$ cat src/hdl/lcg_with_permuted_output_assert.svh
// assertion macros for the lcg with permuted output block
// no dependencies; included by the rtl files that carry assertions
`ifndef LCG_WITH_PERMUTED_OUTPUT_ASSERT_SVH
`define LCG_WITH_PERMUTED_OUTPUT_ASSERT_SVH
`ifndef ASSERT_OFF
// check that is held off while reset is asserted
`define LCGPO_ASSERT(lbl, clk, rstn, prop, msg) \
	lbl: assert property (@(posedge clk) disable iff (!rstn) prop) else $error(msg);
// check that also runs during reset
`define LCGPO_ASSERT_ALWAYS(lbl, clk, prop, msg) \
	lbl: assert property (@(posedge clk) prop) else $error(msg);
`else
`define LCGPO_ASSERT(lbl, clk, rstn, prop, msg)
`define LCGPO_ASSERT_ALWAYS(lbl, clk, prop, msg)
`endif
`endif

$ cat src/hdl/lcgpo_pkg.sv
// shared widths, constants and datapath opcodes for the lcg with permuted output block
// no dependencies
package lcgpo_pkg;

	localparam int unsigned MAX_ROUNDS = 16;
	localparam int unsigned ROUND_W    = (MAX_ROUNDS > 1) ? $clog2(MAX_ROUNDS) : 1;

	localparam int unsigned SAMPLE_W = 10;
	localparam int unsigned VALUE_W  = 16;
	localparam int unsigned STATE_W  = 32;
	localparam int unsigned SHIFT_W  = 5;
	localparam int unsigned TOP_W    = 4;

	localparam logic [STATE_W-1:0] LCG_MUL  = 32'd1103515245;
	localparam logic [STATE_W-1:0] LCG_ADD  = 32'd12345;
	localparam logic [STATE_W-1:0] LCG_MASK = 32'h7FFF_FFFF;
	localparam logic [STATE_W-1:0] MIX_MUL  = 32'd277803737;
	localparam logic [STATE_W-1:0] OUT_MASK = 32'h0000_FFFF;
	localparam int unsigned MIX_SHIFT  = 22;
	localparam int unsigned TOP_SHIFT  = 28;
	localparam int unsigned BASE_SHIFT = 4;

	typedef enum logic [2:0] {
		OP_HOLD       = 3'd0,
		OP_LOAD_SEED  = 3'd1,
		OP_LOAD_STATE = 3'd2,
		OP_LCG        = 3'd3,
		OP_XS1        = 3'd4,
		OP_MUL        = 3'd5,
		OP_XS2        = 3'd6
	} dp_op_t;

	typedef struct packed {
		dp_op_t op;
		logic   commit;
	} dp_cmd_t;

endpackage

$ cat src/hdl/lcgpo_if.sv
// valid/ready channel interfaces for the request and result transactions
// depends on lcgpo_pkg
interface lcgpo_req_if;
	logic                           valid;
	logic                           ready;
	logic                           kind;
	logic [lcgpo_pkg::SAMPLE_W-1:0] sample;

	modport source (output valid, output kind, output sample, input ready);
	modport sink (input valid, input kind, input sample, output ready);
endinterface

interface lcgpo_rsp_if;
	logic                          valid;
	logic                          ready;
	logic [lcgpo_pkg::VALUE_W-1:0] value;

	modport source (output valid, output value, input ready);
	modport sink (input valid, input value, output ready);
endinterface

$ cat src/hdl/lcgpo_ctrl.sv
// controller state machine: sequences load, lcg rounds, output mix and commit
// depends on lcgpo_pkg and lcg_with_permuted_output_assert.svh
`include "lcg_with_permuted_output_assert.svh"

module lcgpo_ctrl (
	input  logic                          clk,
	input  logic                          arst_n,
	input  logic                          req_valid,
	output logic                          req_ready,
	input  logic                          req_kind,
	input  logic [lcgpo_pkg::ROUND_W-1:0] req_rounds,
	output logic                          rsp_valid,
	input  logic                          rsp_ready,
	output lcgpo_pkg::dp_cmd_t            cmd
);
	import lcgpo_pkg::*;

	typedef enum logic [5:0] {
		ST_IDLE = 6'b000001,
		ST_LCG  = 6'b000010,
		ST_XS1  = 6'b000100,
		ST_MUL  = 6'b001000,
		ST_XS2  = 6'b010000,
		ST_FIN  = 6'b100000
	} state_t;

	state_t             st_q, st_d;
	logic [ROUND_W-1:0] cnt_q, cnt_d;
	logic               rsp_valid_q;
	logic               fire;

	assign req_ready = (st_q == ST_IDLE);
	assign fire      = req_valid && req_ready;
	assign rsp_valid = rsp_valid_q;

	always_comb begin
		st_d       = st_q;
		cnt_d      = cnt_q;
		cmd.op     = OP_HOLD;
		cmd.commit = 1'b0;
		unique case (st_q)
			ST_IDLE: begin
				if (fire) begin
					cnt_d = req_rounds;
					if (!req_kind) begin
						cmd.op = OP_LOAD_SEED;
						st_d   = ST_FIN;
					end else begin
						cmd.op = OP_LOAD_STATE;
						st_d   = (req_rounds != '0) ? ST_LCG : ST_XS1;
					end
				end
			end
			ST_LCG: begin
				cmd.op = OP_LCG;
				cnt_d  = cnt_q - 1'b1;
				if (cnt_q == ROUND_W'(1)) begin
					st_d = ST_XS1;
				end
			end
			ST_XS1: begin
				cmd.op = OP_XS1;
				st_d   = ST_MUL;
			end
			ST_MUL: begin
				cmd.op = OP_MUL;
				st_d   = ST_XS2;
			end
			ST_XS2: begin
				cmd.op = OP_XS2;
				st_d   = ST_FIN;
			end
			ST_FIN: begin
				// wait for the result register to free up
				if (!rsp_valid_q || rsp_ready) begin
					cmd.commit = 1'b1;
					st_d       = ST_IDLE;
				end
			end
			default: begin
				st_d = ST_IDLE;
			end
		endcase
	end

	always_ff @(posedge clk or negedge arst_n) begin
		if (!arst_n) begin
			st_q        <= ST_IDLE;
			cnt_q       <= '0;
			rsp_valid_q <= 1'b0;
		end else begin
			st_q  <= st_d;
			cnt_q <= cnt_d;
			if (cmd.commit) begin
				rsp_valid_q <= 1'b1;
			end else if (rsp_ready) begin
				rsp_valid_q <= 1'b0;
			end
		end
	end

	`LCGPO_ASSERT(a_lcg_cnt_live, clk, arst_n, (st_q == ST_LCG) |-> (cnt_q != '0), "lcg round with zero count")
	`LCGPO_ASSERT(a_seed_to_fin, clk, arst_n, (fire && !req_kind) |=> (st_q == ST_FIN), "seed did not go to commit")
	`LCGPO_ASSERT(a_commit_valid, clk, arst_n, cmd.commit |=> (rsp_valid_q && st_q == ST_IDLE), "commit did not raise result valid")
	`LCGPO_ASSERT_ALWAYS(a_rst_idle, clk, !arst_n |=> (st_q == ST_IDLE && !rsp_valid_q), "not idle in reset")

endmodule

$ cat src/hdl/lcgpo_dp.sv
// datapath: working register, generator state, shared 32x32 multiplier, result register
// depends on lcgpo_pkg
module lcgpo_dp (
	input  logic                           clk,
	input  logic [lcgpo_pkg::SAMPLE_W-1:0] sample,
	input  lcgpo_pkg::dp_cmd_t             cmd,
	input  logic                           arst_n,
	output logic [lcgpo_pkg::VALUE_W-1:0]  value
);
	import lcgpo_pkg::*;

	logic [STATE_W-1:0] s_q;
	logic [STATE_W-1:0] gen_state_q;
	logic [VALUE_W-1:0] value_q;
	logic [STATE_W-1:0] mul_b;
	logic [STATE_W-1:0] prod;
	logic [TOP_W-1:0]   top_bits;
	logic [SHIFT_W-1:0] sh;

	// one multiplier shared by the lcg rounds and the output mix
	assign mul_b    = (cmd.op == OP_MUL) ? MIX_MUL : LCG_MUL;
	assign prod     = s_q * mul_b;
	assign top_bits = TOP_W'(s_q >> TOP_SHIFT);
	assign sh       = SHIFT_W'(BASE_SHIFT) + SHIFT_W'(top_bits);
	assign value    = value_q;

	always_ff @(posedge clk) begin
		unique case (cmd.op)
			OP_HOLD:       s_q <= s_q;
			OP_LOAD_SEED:  s_q <= STATE_W'(sample);
			OP_LOAD_STATE: s_q <= gen_state_q;
			OP_LCG:        s_q <= (prod + LCG_ADD) & LCG_MASK;
			OP_XS1:        s_q <= s_q ^ (s_q >> sh);
			OP_MUL:        s_q <= prod;
			OP_XS2:        s_q <= (s_q ^ (s_q >> MIX_SHIFT)) & OUT_MASK;
			default:       s_q <= s_q;
		endcase
		if (cmd.commit) begin
			value_q <= s_q[VALUE_W-1:0];
		end
	end

	always_ff @(posedge clk or negedge arst_n) begin
		if (!arst_n) begin
			gen_state_q <= '0;
		end else if (cmd.commit) begin
			gen_state_q <= s_q;
		end
	end

endmodule

$ cat src/hdl/lcg_with_permuted_output.sv
// top level of the lcg with permuted output generator
// depends on lcgpo_pkg, lcgpo_if, lcgpo_ctrl and lcgpo_dp
//
//  channel | dir | transaction payload
//  --------+-----+------------------------------------------------
//  req     | in  | kind (1 = draw, 0 = seed), sample [9:0]
//  rsp     | out | value [15:0], drawn value or the loaded seed
//
// a seed transaction goes from accept straight to the commit step that raises result valid
// a draw first runs (sample mod MAX_ROUNDS) lcg rounds, then the output mix in
//   three steps through the one shared multiplier, and then the commit step;
//   req ready returns the cycle after commit
// one transaction at a time; the next is accepted as soon as the result is
//   committed, even while that result still waits in the output register
// a result stall holds the commit step until the output register frees up
// reset clears the generator state to zero and drops result valid
module lcg_with_permuted_output (
	input  logic        clk,
	input  logic        arst_n,
	lcgpo_req_if.sink   req,
	lcgpo_rsp_if.source rsp
);
	import lcgpo_pkg::*;

	dp_cmd_t            cmd;
	logic [ROUND_W-1:0] rounds;

	// step count from the one sample that travels with the draw
	assign rounds = ROUND_W'(req.sample % MAX_ROUNDS);

	// sequencer: owns the round counter and the result valid flag
	lcgpo_ctrl u_ctrl (
		.clk        (clk),
		.arst_n     (arst_n),
		.req_valid  (req.valid),
		.req_ready  (req.ready),
		.req_kind   (req.kind),
		.req_rounds (rounds),
		.rsp_valid  (rsp.valid),
		.rsp_ready  (rsp.ready),
		.cmd        (cmd)
	);

	// datapath: working value, generator state and result register
	lcgpo_dp u_dp (
		.clk    (clk),
		.sample (req.sample),
		.cmd    (cmd),
		.arst_n (arst_n),
		.value  (rsp.value)
	);

endmodule

$ cat src/flat_wrapper.sv
// flat-port wrapper written by rule: the top's interface ports become plain ports
module lcg_with_permuted_output_flat import lcgpo_pkg::*;
  (clk, arst_n, req_valid, req_kind, req_sample, req_ready, rsp_valid, rsp_value, rsp_ready);
  lcgpo_req_if req_i ();
  lcgpo_rsp_if rsp_i ();
  input  logic clk;
  input  logic arst_n;
  input wire logic [$bits(req_i.valid)-1:0] req_valid;
  input wire logic [$bits(req_i.kind)-1:0] req_kind;
  input wire logic [$bits(req_i.sample)-1:0] req_sample;
  output wire logic [$bits(req_i.ready)-1:0] req_ready;
  output wire logic [$bits(rsp_i.valid)-1:0] rsp_valid;
  output wire logic [$bits(rsp_i.value)-1:0] rsp_value;
  input wire logic [$bits(rsp_i.ready)-1:0] rsp_ready;
  assign req_i.valid = req_valid;
  assign req_i.kind = req_kind;
  assign req_i.sample = req_sample;
  assign req_ready = req_i.ready;
  assign rsp_valid = rsp_i.valid;
  assign rsp_value = rsp_i.value;
  assign rsp_i.ready = rsp_ready;
  lcg_with_permuted_output u_core (.clk(clk), .arst_n(arst_n), .req(req_i), .rsp(rsp_i));
endmodule
$ cat config.mk
export PLATFORM = sky130hd
export DESIGN_NAME = lcg_with_permuted_output_flat
export DESIGN_NICKNAME = d
export VERILOG_FILES = /design/src/hdl/lcgpo_pkg.sv /design/src/hdl/lcgpo_if.sv /design/src/hdl/lcgpo_ctrl.sv /design/src/hdl/lcgpo_dp.sv /design/src/hdl/lcg_with_permuted_output.sv /design/src/flat_wrapper.sv
export VERILOG_INCLUDE_DIRS = /design/src /design/src/hdl
export SDC_FILE = /design/constraint.sdc
export NUM_CORES = 1
export LEC_CHECK = 0
export BUFFER_PORTS_ARGS = -buffer_cell sky130_fd_sc_hd__buf_2
export CAP_MARGIN = 10
export CORE_MARGIN = 3
export CORE_UTILIZATION = 50
export DETAILED_ROUTE_END_ITERATION = 10
export GPL_TIMING_DRIVEN = 0
export PLACE_DENSITY = 0.66
export SLEW_MARGIN = 20
export SYNTH_ARGS = -nofsm -noshare
export SYNTH_HDL_FRONTEND = slang
export SYNTH_SLANG_ARGS = --single-unit
$ cat constraint.sdc
create_clock -name clk -period 22.8 [get_ports clk]
set_input_delay 1.14 -clock clk [delete_from_list [all_inputs] [get_ports clk]]
set_output_delay 1.14 -clock clk [all_outputs]
set_load 0.05 [all_outputs]
==> results.yml, run 1 <==
synth:
  async_reset_ff_share_pct: 47.3
  syn-mean-instance-area_um2: 9.41
  synth_seq_area_share_pct: 14.3
  synth_edf_count: 48
  yosys_warnings: 0
  syn_nets: 2363
  ys_ff_latch: 91
  yosysTopAreaCellShare_pct: 31.1
  synth_cells: 1867
  synth.largest_area_cell: "fa_1"
  ys_types: 86
  synth_area_leaders: "fa_1 31%, ha_1 15%, inv_1 8.4%, edfxtp_1 8.2%, dfrtp_1 6.0%"
  netlist_area_um2: 17600
  synth_flop_cell: "edfxtp_1"
route:
  avgViaCountPerCell: 5.93
  dr.pass1.iters: 8
  drc: 0
  antenna_left: 0
  drt-total-wl_mm: 60.2
  drt_iter0_drc: 1345
  wl_per_cell_um: 25.4
  vias: 14100
cells_and_area:
  seqCellArea_um2: 2520
  nNetsFinal: 2406
  area_delta_synth_final_pct: 5.87
  multi_input_area_um2: 13300
  final_cell_mix: "392 x inv_1, 273 x fa_1, 208 x ha_1, 201 x nand2_1, 102 x xnor2_1"
  final_common_cell: "inv_1"
  nFillCells: 3181
  drive_gt1_share_pct: 4.65
setup_path:
  start_kind: "register"
  r2r-end: "u_core.u_dp.s_q[30]"
  reg2regPathDepth: 30
  endpoint_kind: "register"
  r2r-start: "u_core.u_ctrl.st_q[1]"
  crit_fanout: 10
  required_ns: 22.88
  critPathArrivalTime_ns: 11.04
  r2r_setup_slack_ns: 11.84
  path_class: "reg -> reg"
  cpPeakStageDelay_ns: 0.85
  path_common_cell: "fa_1"
  critPathSlowestCell: "clkbuf_1"
hold_path:
  min_from: "u_core.u_dp.gen_state_q[16]"
  hp-class: "reg -> reg"
  min_path_cells: 2
  holdPathEnd: "u_core.u_dp.gen_state_q[16]"
timing:
  relSlewSlack_pct: 25.5
  worst_pin_slew_ns: 1.12
  finalHoldViolations: 0
  fin_crit_sh_pct: 48.1
  fin_crit_ns: 10.96
  tns_ns: 0
  grt_setup_unrepaired: "false"
  final_max_slew_viol_count: 0
  max_freq_mhz: 91.2
  fin_skew_ns: 0.0167
  finalSetupViolCount: 0
clock_network:
  clock_latency_ns: 0.36
  ctsHtreeMaxLevel: 3
  cts_sinks: 91
  clkTransAtPathRegs_ns: 0.07
  cts-root-buf: "clkbuf_16"
  clk_path_buf_depth: 2
  post_cts_resized: 0
  postCtsSetupBuffers: 0
  numCtsBuffers: 9
  cts_tree: "yes"
  holdBufCountCts: 0
floorplanning:
  die_h_um: 193
  start_util_pct: 50.7
  io_pins: 33
  rows: 68
  die_area_um2: 37400
  coreArea_um2: 34600
  dieWidth_um: 193
place:
  gp_congestion: 1.01
  portBuffers: 32
  dp_hpwl_mm: 50.6
global_routing:
  grt_pass1_vias: 15300
  grt_max_degree: 44
  grtUsageTotal_pct: 32.4
  grt-ovfl-total: 0
  antenna_found_initial: 2
  grt_pass1_wl_mm: 91.1
flow_run:
  max_cap_violations: 0
status:
  status: "completed"
==> registers in the layout (all words and copies together) (netlist names) <==
name / cells
u_core.u_ctrl.cnt_q: 4
u_core.u_ctrl.rsp_valid: 1
u_core.u_ctrl.st_q: 6
u_core.u_dp.gen_state_q: 32
u_core.u_dp.s_q: 32
u_core.u_dp.value: 16
==> worst max-delay path, delay by kind of cell (launching register included) <==
| family | cells | cell delay [ns] |
|---|---|---|
| AOI/OAI and AO/OA | 5 | 1.61 |
| adders and majority gates | 9 | 4.38 |
| xor gates and xnor gates | 2 | 0.44 |
| and+or+nand+nor | 5 | 1.66 |
| buffers and inverters | 9 | 2.15 |
| DFF | 1 | 0.43 |
==> per-stage QoR <==
step / utilization (%) / hold WS, ns / cell area (um2) / worst slack [ns] / std cells
global route: 53.7 / 0.509 / 18600 / 11.65 / 2370
detailed placement: 52.9 / 0.468 / 18300 / 12.31 / 2354
finish: 53.7 / 0.485 / 18600 / 11.84 / 2371
global placement: 52.9 / 0.462 / 18300 / 12.19 / 2354
floorplan: - / 0.445 / 17600 / 14.46 / 1867
CTS: 53.7 / 0.485 / 18600 / 12.22 / 2370
==> logic make-up after synthesis <==
kind of cell / count (synthesis) / synth area share [%]
adders and majority gates: 481 / 45.9
AOI/OAI and AO/OA: 277 / 10.3
DFF: 91 / 14.3
xor gates and xnor gates: 140 / 7.02
and+or+nand+nor: 380 / 10.4
muxes: 23 / 1.95
buffers and inverters: 474 / 10.1
other: 1 / 0.0213
==> cells in the mapped netlist, drive strengths merged, types with 3 or more instances <==
cell     instances
o32ai            3
dfrtp           42
nor4b            3
a21oi           65
o2111ai          3
a22oi           10
xor2            38
fa             273
xnor2          102
nand2          202
a211oi           3
o211ai          11
nor2            55
and3            11
clkbuf          71
a221oi           7
nand3b           7
o21a             6
nand2b          17
nand4            6
inv            393
a222oi          16
or2              5
ha             208
nor4             8
o311ai           3
nand3           18
o31ai            4
a31oi           12
mux4             9
a21o             6
o221ai           6
and2             9
o21bai           3
edfxtp          48
o21ai           98
buf              9
nor3            12
nor2b            7
o22ai            3
mux2i           14
nor3b            6
==> how the worst max path moves through the flow <==
| stage | cells after the start | slack, ns | endpoint | start |
|---|---|---|---|---|
| 2_1_floorplan | 29 | 14.46 | u_core.u_dp.s_q[30] | u_core.u_ctrl.st_q[1] |
| 3_3_place_gp | 30 | 12.19 | u_core.u_dp.s_q[30] | u_core.u_ctrl.st_q[1] |
| 3_5_place_dp | 30 | 12.31 | u_core.u_dp.s_q[31] | u_core.u_ctrl.st_q[1] |
| 4_1_cts | 30 | 12.22 | u_core.u_dp.s_q[30] | u_core.u_ctrl.st_q[1] |
| 5_1_grt | 32 | 11.65 | u_core.u_dp.s_q[30] | u_core.u_ctrl.st_q[1] |
| 6_report | 30 | 11.84 | u_core.u_dp.s_q[30] | u_core.u_ctrl.st_q[1] |
==> routing by layer <==
layer	up-vias	part of all wire, %	global-route usage, %
li1	6097	-	-
met1	6989	38	40.7
met2	782	46	53.4
met3	199	9.7	6.57
met4	0	6.1	16.8
met5	-	0	0
==> layout make-up <==
| class | instances | area share, % |
|---|---|---|
| inverter | 394 | 7.95 |
| tap | 455 | 3.06 |
| sequential | 91 | 13.5 |
| antenna | 1 | 0.0135 |
| timing repair buffer | 32 | 0.874 |
| multi-input combinational | 1302 | 71.4 |
| buffer | 80 | 1.63 |
| clock buffer | 10 | 1.23 |
| clock inverter | 6 | 0.316 |
Power of run 1 is left out: the tool's default activity adds up to more than one toggle a clock period on the data nets, which glitch-free logic cannot reach.
==> run 2, diff against run 1 <==
ABC_AREA = 1   (was unset)
clock period = 10.87 ns   (was 22.8 ns; I/O delays follow)
==> run 2 against run 1 <==
Net effect: utilization increased by 0.77 points; register-to-register slack got worse by 11 ns; area after synthesis increased by 2.4%; critical path type unchanged.
==> results.yml, run 2 <==
status:
  status: "completed"
synth:
  syn-mean-instance-area_um2: 8.30
  synth_edf_count: 48
  ys_ff_latch: 91
  synth_xor_area_share_pct: 2.94
  synth_top_family_by_area: "adder cells"
  syn_nets: 2664
  yosys_warnings: 0
  synth_compound_area_share_pct: 9.14
  async_reset_ff_share_pct: 47.3
  synth_most_common_cell: "inv_1"
  synth.largest_area_cell: "fa_1"
  synth_adder_area_share_pct: 44.8
  synth_cells: 2168
  synth_area_leaders: "fa_1 30%, ha_1 14%, inv_1 10%, nand2_1 8.3%, edfxtp_1 8.0%"
  netlist_area_um2: 18000
  synth_flop_cell: "edfxtp_1"
  yosysTopAreaCellShare_pct: 30.4
  muxShareOfSynthArea_pct: 0.612
  synth-simple-area-share_pct: 16.5
  synth_commonest_cells: "493 x inv_1, 397 x nand2_1, 273 x fa_1"
  ys_types: 64
  synth_seq_area_share_pct: 14.0
clock_network:
  cts_tree: "yes"
  cts-root-buf: "clkbuf_16"
  clock_latency_ns: 0.37
  holdBufCountCts: 0
  clkTransAtPathRegs_ns: 0.07
  ctsHtreeMaxLevel: 3
  cts_sinks: 91
  numCtsBuffers: 9
  postCtsSetupBuffers: 0
  post_cts_resized: 0
  clk_path_buf_depth: 2
cells_and_area:
  seqCellArea_um2: 2520
  nNetsFinal: 2710
  drive_gt1_share_pct: 6.40
  final_common_cell: "inv_1"
  final_cell_mix: "493 x inv_1, 397 x nand2_1, 273 x fa_1, 208 x ha_1, 146 x o21ai_0"
  area_delta_synth_final_pct: 5.93
  multi_input_area_um2: 13300
  nFillCells: 3344
place:
  dp_hpwl_mm: 54.0
  portBuffers: 32
  gp_congestion: 1.04
timing:
  finalHoldViolations: 0
  finalSetupViolCount: 0
  fin_skew_ns: 0.0141
  final_max_slew_viol_count: 0
  worst_pin_slew_ns: 1.08
  grt_setup_unrepaired: "false"
  fin_crit_ns: 10.23
  fin_crit_sh_pct: 94.1
  max_freq_mhz: 97.8
  tns_ns: 0
  relSlewSlack_pct: 28.3
flow_run:
  max_cap_violations: 0
setup_path:
  required_ns: 11.04
  cpPeakStageDelay_ns: 1.07
  endpoint_kind: "register"
  crit_family: "adder cells"
  critPathArrivalTime_ns: 10.40
  path_class: "reg -> reg"
  critPathSlowestCell: "nor2_1"
  crit_fanout: 11
  start_kind: "register"
  path_common_cell: "fa_1"
  critPathBufInv: 8
route:
  drt_iter0_drc: 1776
  wl_per_cell_um: 24.4
  avgViaCountPerCell: 5.79
  drc: 0
  dr.pass1.iters: 6
  antenna_left: 0
  drt-total-wl_mm: 65.4
  vias: 15500
global_routing:
  grt_pass1_vias: 15800
  antenna_found_initial: 1
  grt_max_degree: 44
  grtUsageTotal_pct: 34.5
  grt_pass1_wl_mm: 97.6
  grt-ovfl-total: 0
hold_path:
  hp-class: "in -> async"
floorplanning:
  die_area_um2: 38300
  die_h_um: 196
  coreArea_um2: 35000
  rows: 68
  dieWidth_um: 196
  start_util_pct: 51.4
  io_pins: 33
-- run 2: cell count changes in the layout (fill, tap and decap cells not counted), moves of 16 or more --
cell | previous run | this run
a222oi_1 | 16 | 0
nand2_1 | 201 | 397
inv_1 | 392 | 493
nor2_1 | 55 | 129
o21ai_0 | 93 | 146
clkbuf_1 | 71 | 36
nand2b_1 | 17 | 0
xnor2_1 | 102 | 16
nand3_1 | 17 | 69
-- run 2: final timing paths --
| path | start | to | slack, ns | cells after the start |
|---|---|---|---|---|
| min | arst_n | u_core.u_dp.gen_state_q[31] | 0.19 | 1 |
| max reg2reg | u_core.u_dp.s_q[8] | u_core.u_dp.s_q[28] | 0.64 | 28 |
| max | u_core.u_dp.s_q[8] | u_core.u_dp.s_q[28] | 0.64 | 28 |
| min in group clk | rsp_ready | u_core.u_ctrl.rsp_valid | 0.44 | 4 |
| max in group asynchronous | arst_n | u_core.u_ctrl.st_q[1] | 10.25 | 1 |
| min reg2reg | u_core.u_dp.gen_state_q[31] | u_core.u_dp.gen_state_q[31] | 0.49 | 2 |
-- run 2: area by class of cell --
| class | instances | area share (%) |
|---|---|---|
| buffer | 55 | 1.23 |
| clock buffer | 10 | 1.25 |
| multi-input combinational | 1514 | 70.0 |
| tap | 455 | 2.99 |
| clock inverter | 6 | 0.243 |
| timing repair buffer | 35 | 1.03 |
| inverter | 508 | 10.0 |
| antenna | 1 | 0.0131 |
| sequential | 91 | 13.2 |
-- run 2: metal layers --
layer  vias up  global-route usage, %  routed length, um
met5         -                      0                 11
met4         2                   17.5               4160
met3       183                   5.79               5960
met2       859                   56.0              29800
met1      7577                   44.7              25400
li1       6862                      -                  -
-- run 2: cells by family (layout without fill, tap and decap cells) --
kind of cell    count (synthesis)  in the layout
compound gates                286            286
xor+xnor                       51             51
fa+ha+maj                     481            481
buf+inv                       563            614
flops                          91             91
mux                            11             11
other cells                     1              2
simple gates                  684            684
-- run 2: through the flow --
step / hold slack [ns] / worst slack, ns / cells / cell area [um2] / util, %
6_report: 0.188 / 0.641 / 2675 / 19100 / 54.5
5_1_grt: 0.231 / 0.431 / 2674 / 19100 / 54.5
4_1_cts: 0.406 / 0.811 / 2674 / 19000 / 54.5
3_5_place_dp: 0.474 / 0.857 / 2658 / 18800 / 53.7
3_3_place_gp: 0.468 / 0.898 / 2655 / 18700 / 53.5
2_1_floorplan: 0.248 / 3.19 / 2168 / 18000 / -
Power of run 2 is left out for the same reason.
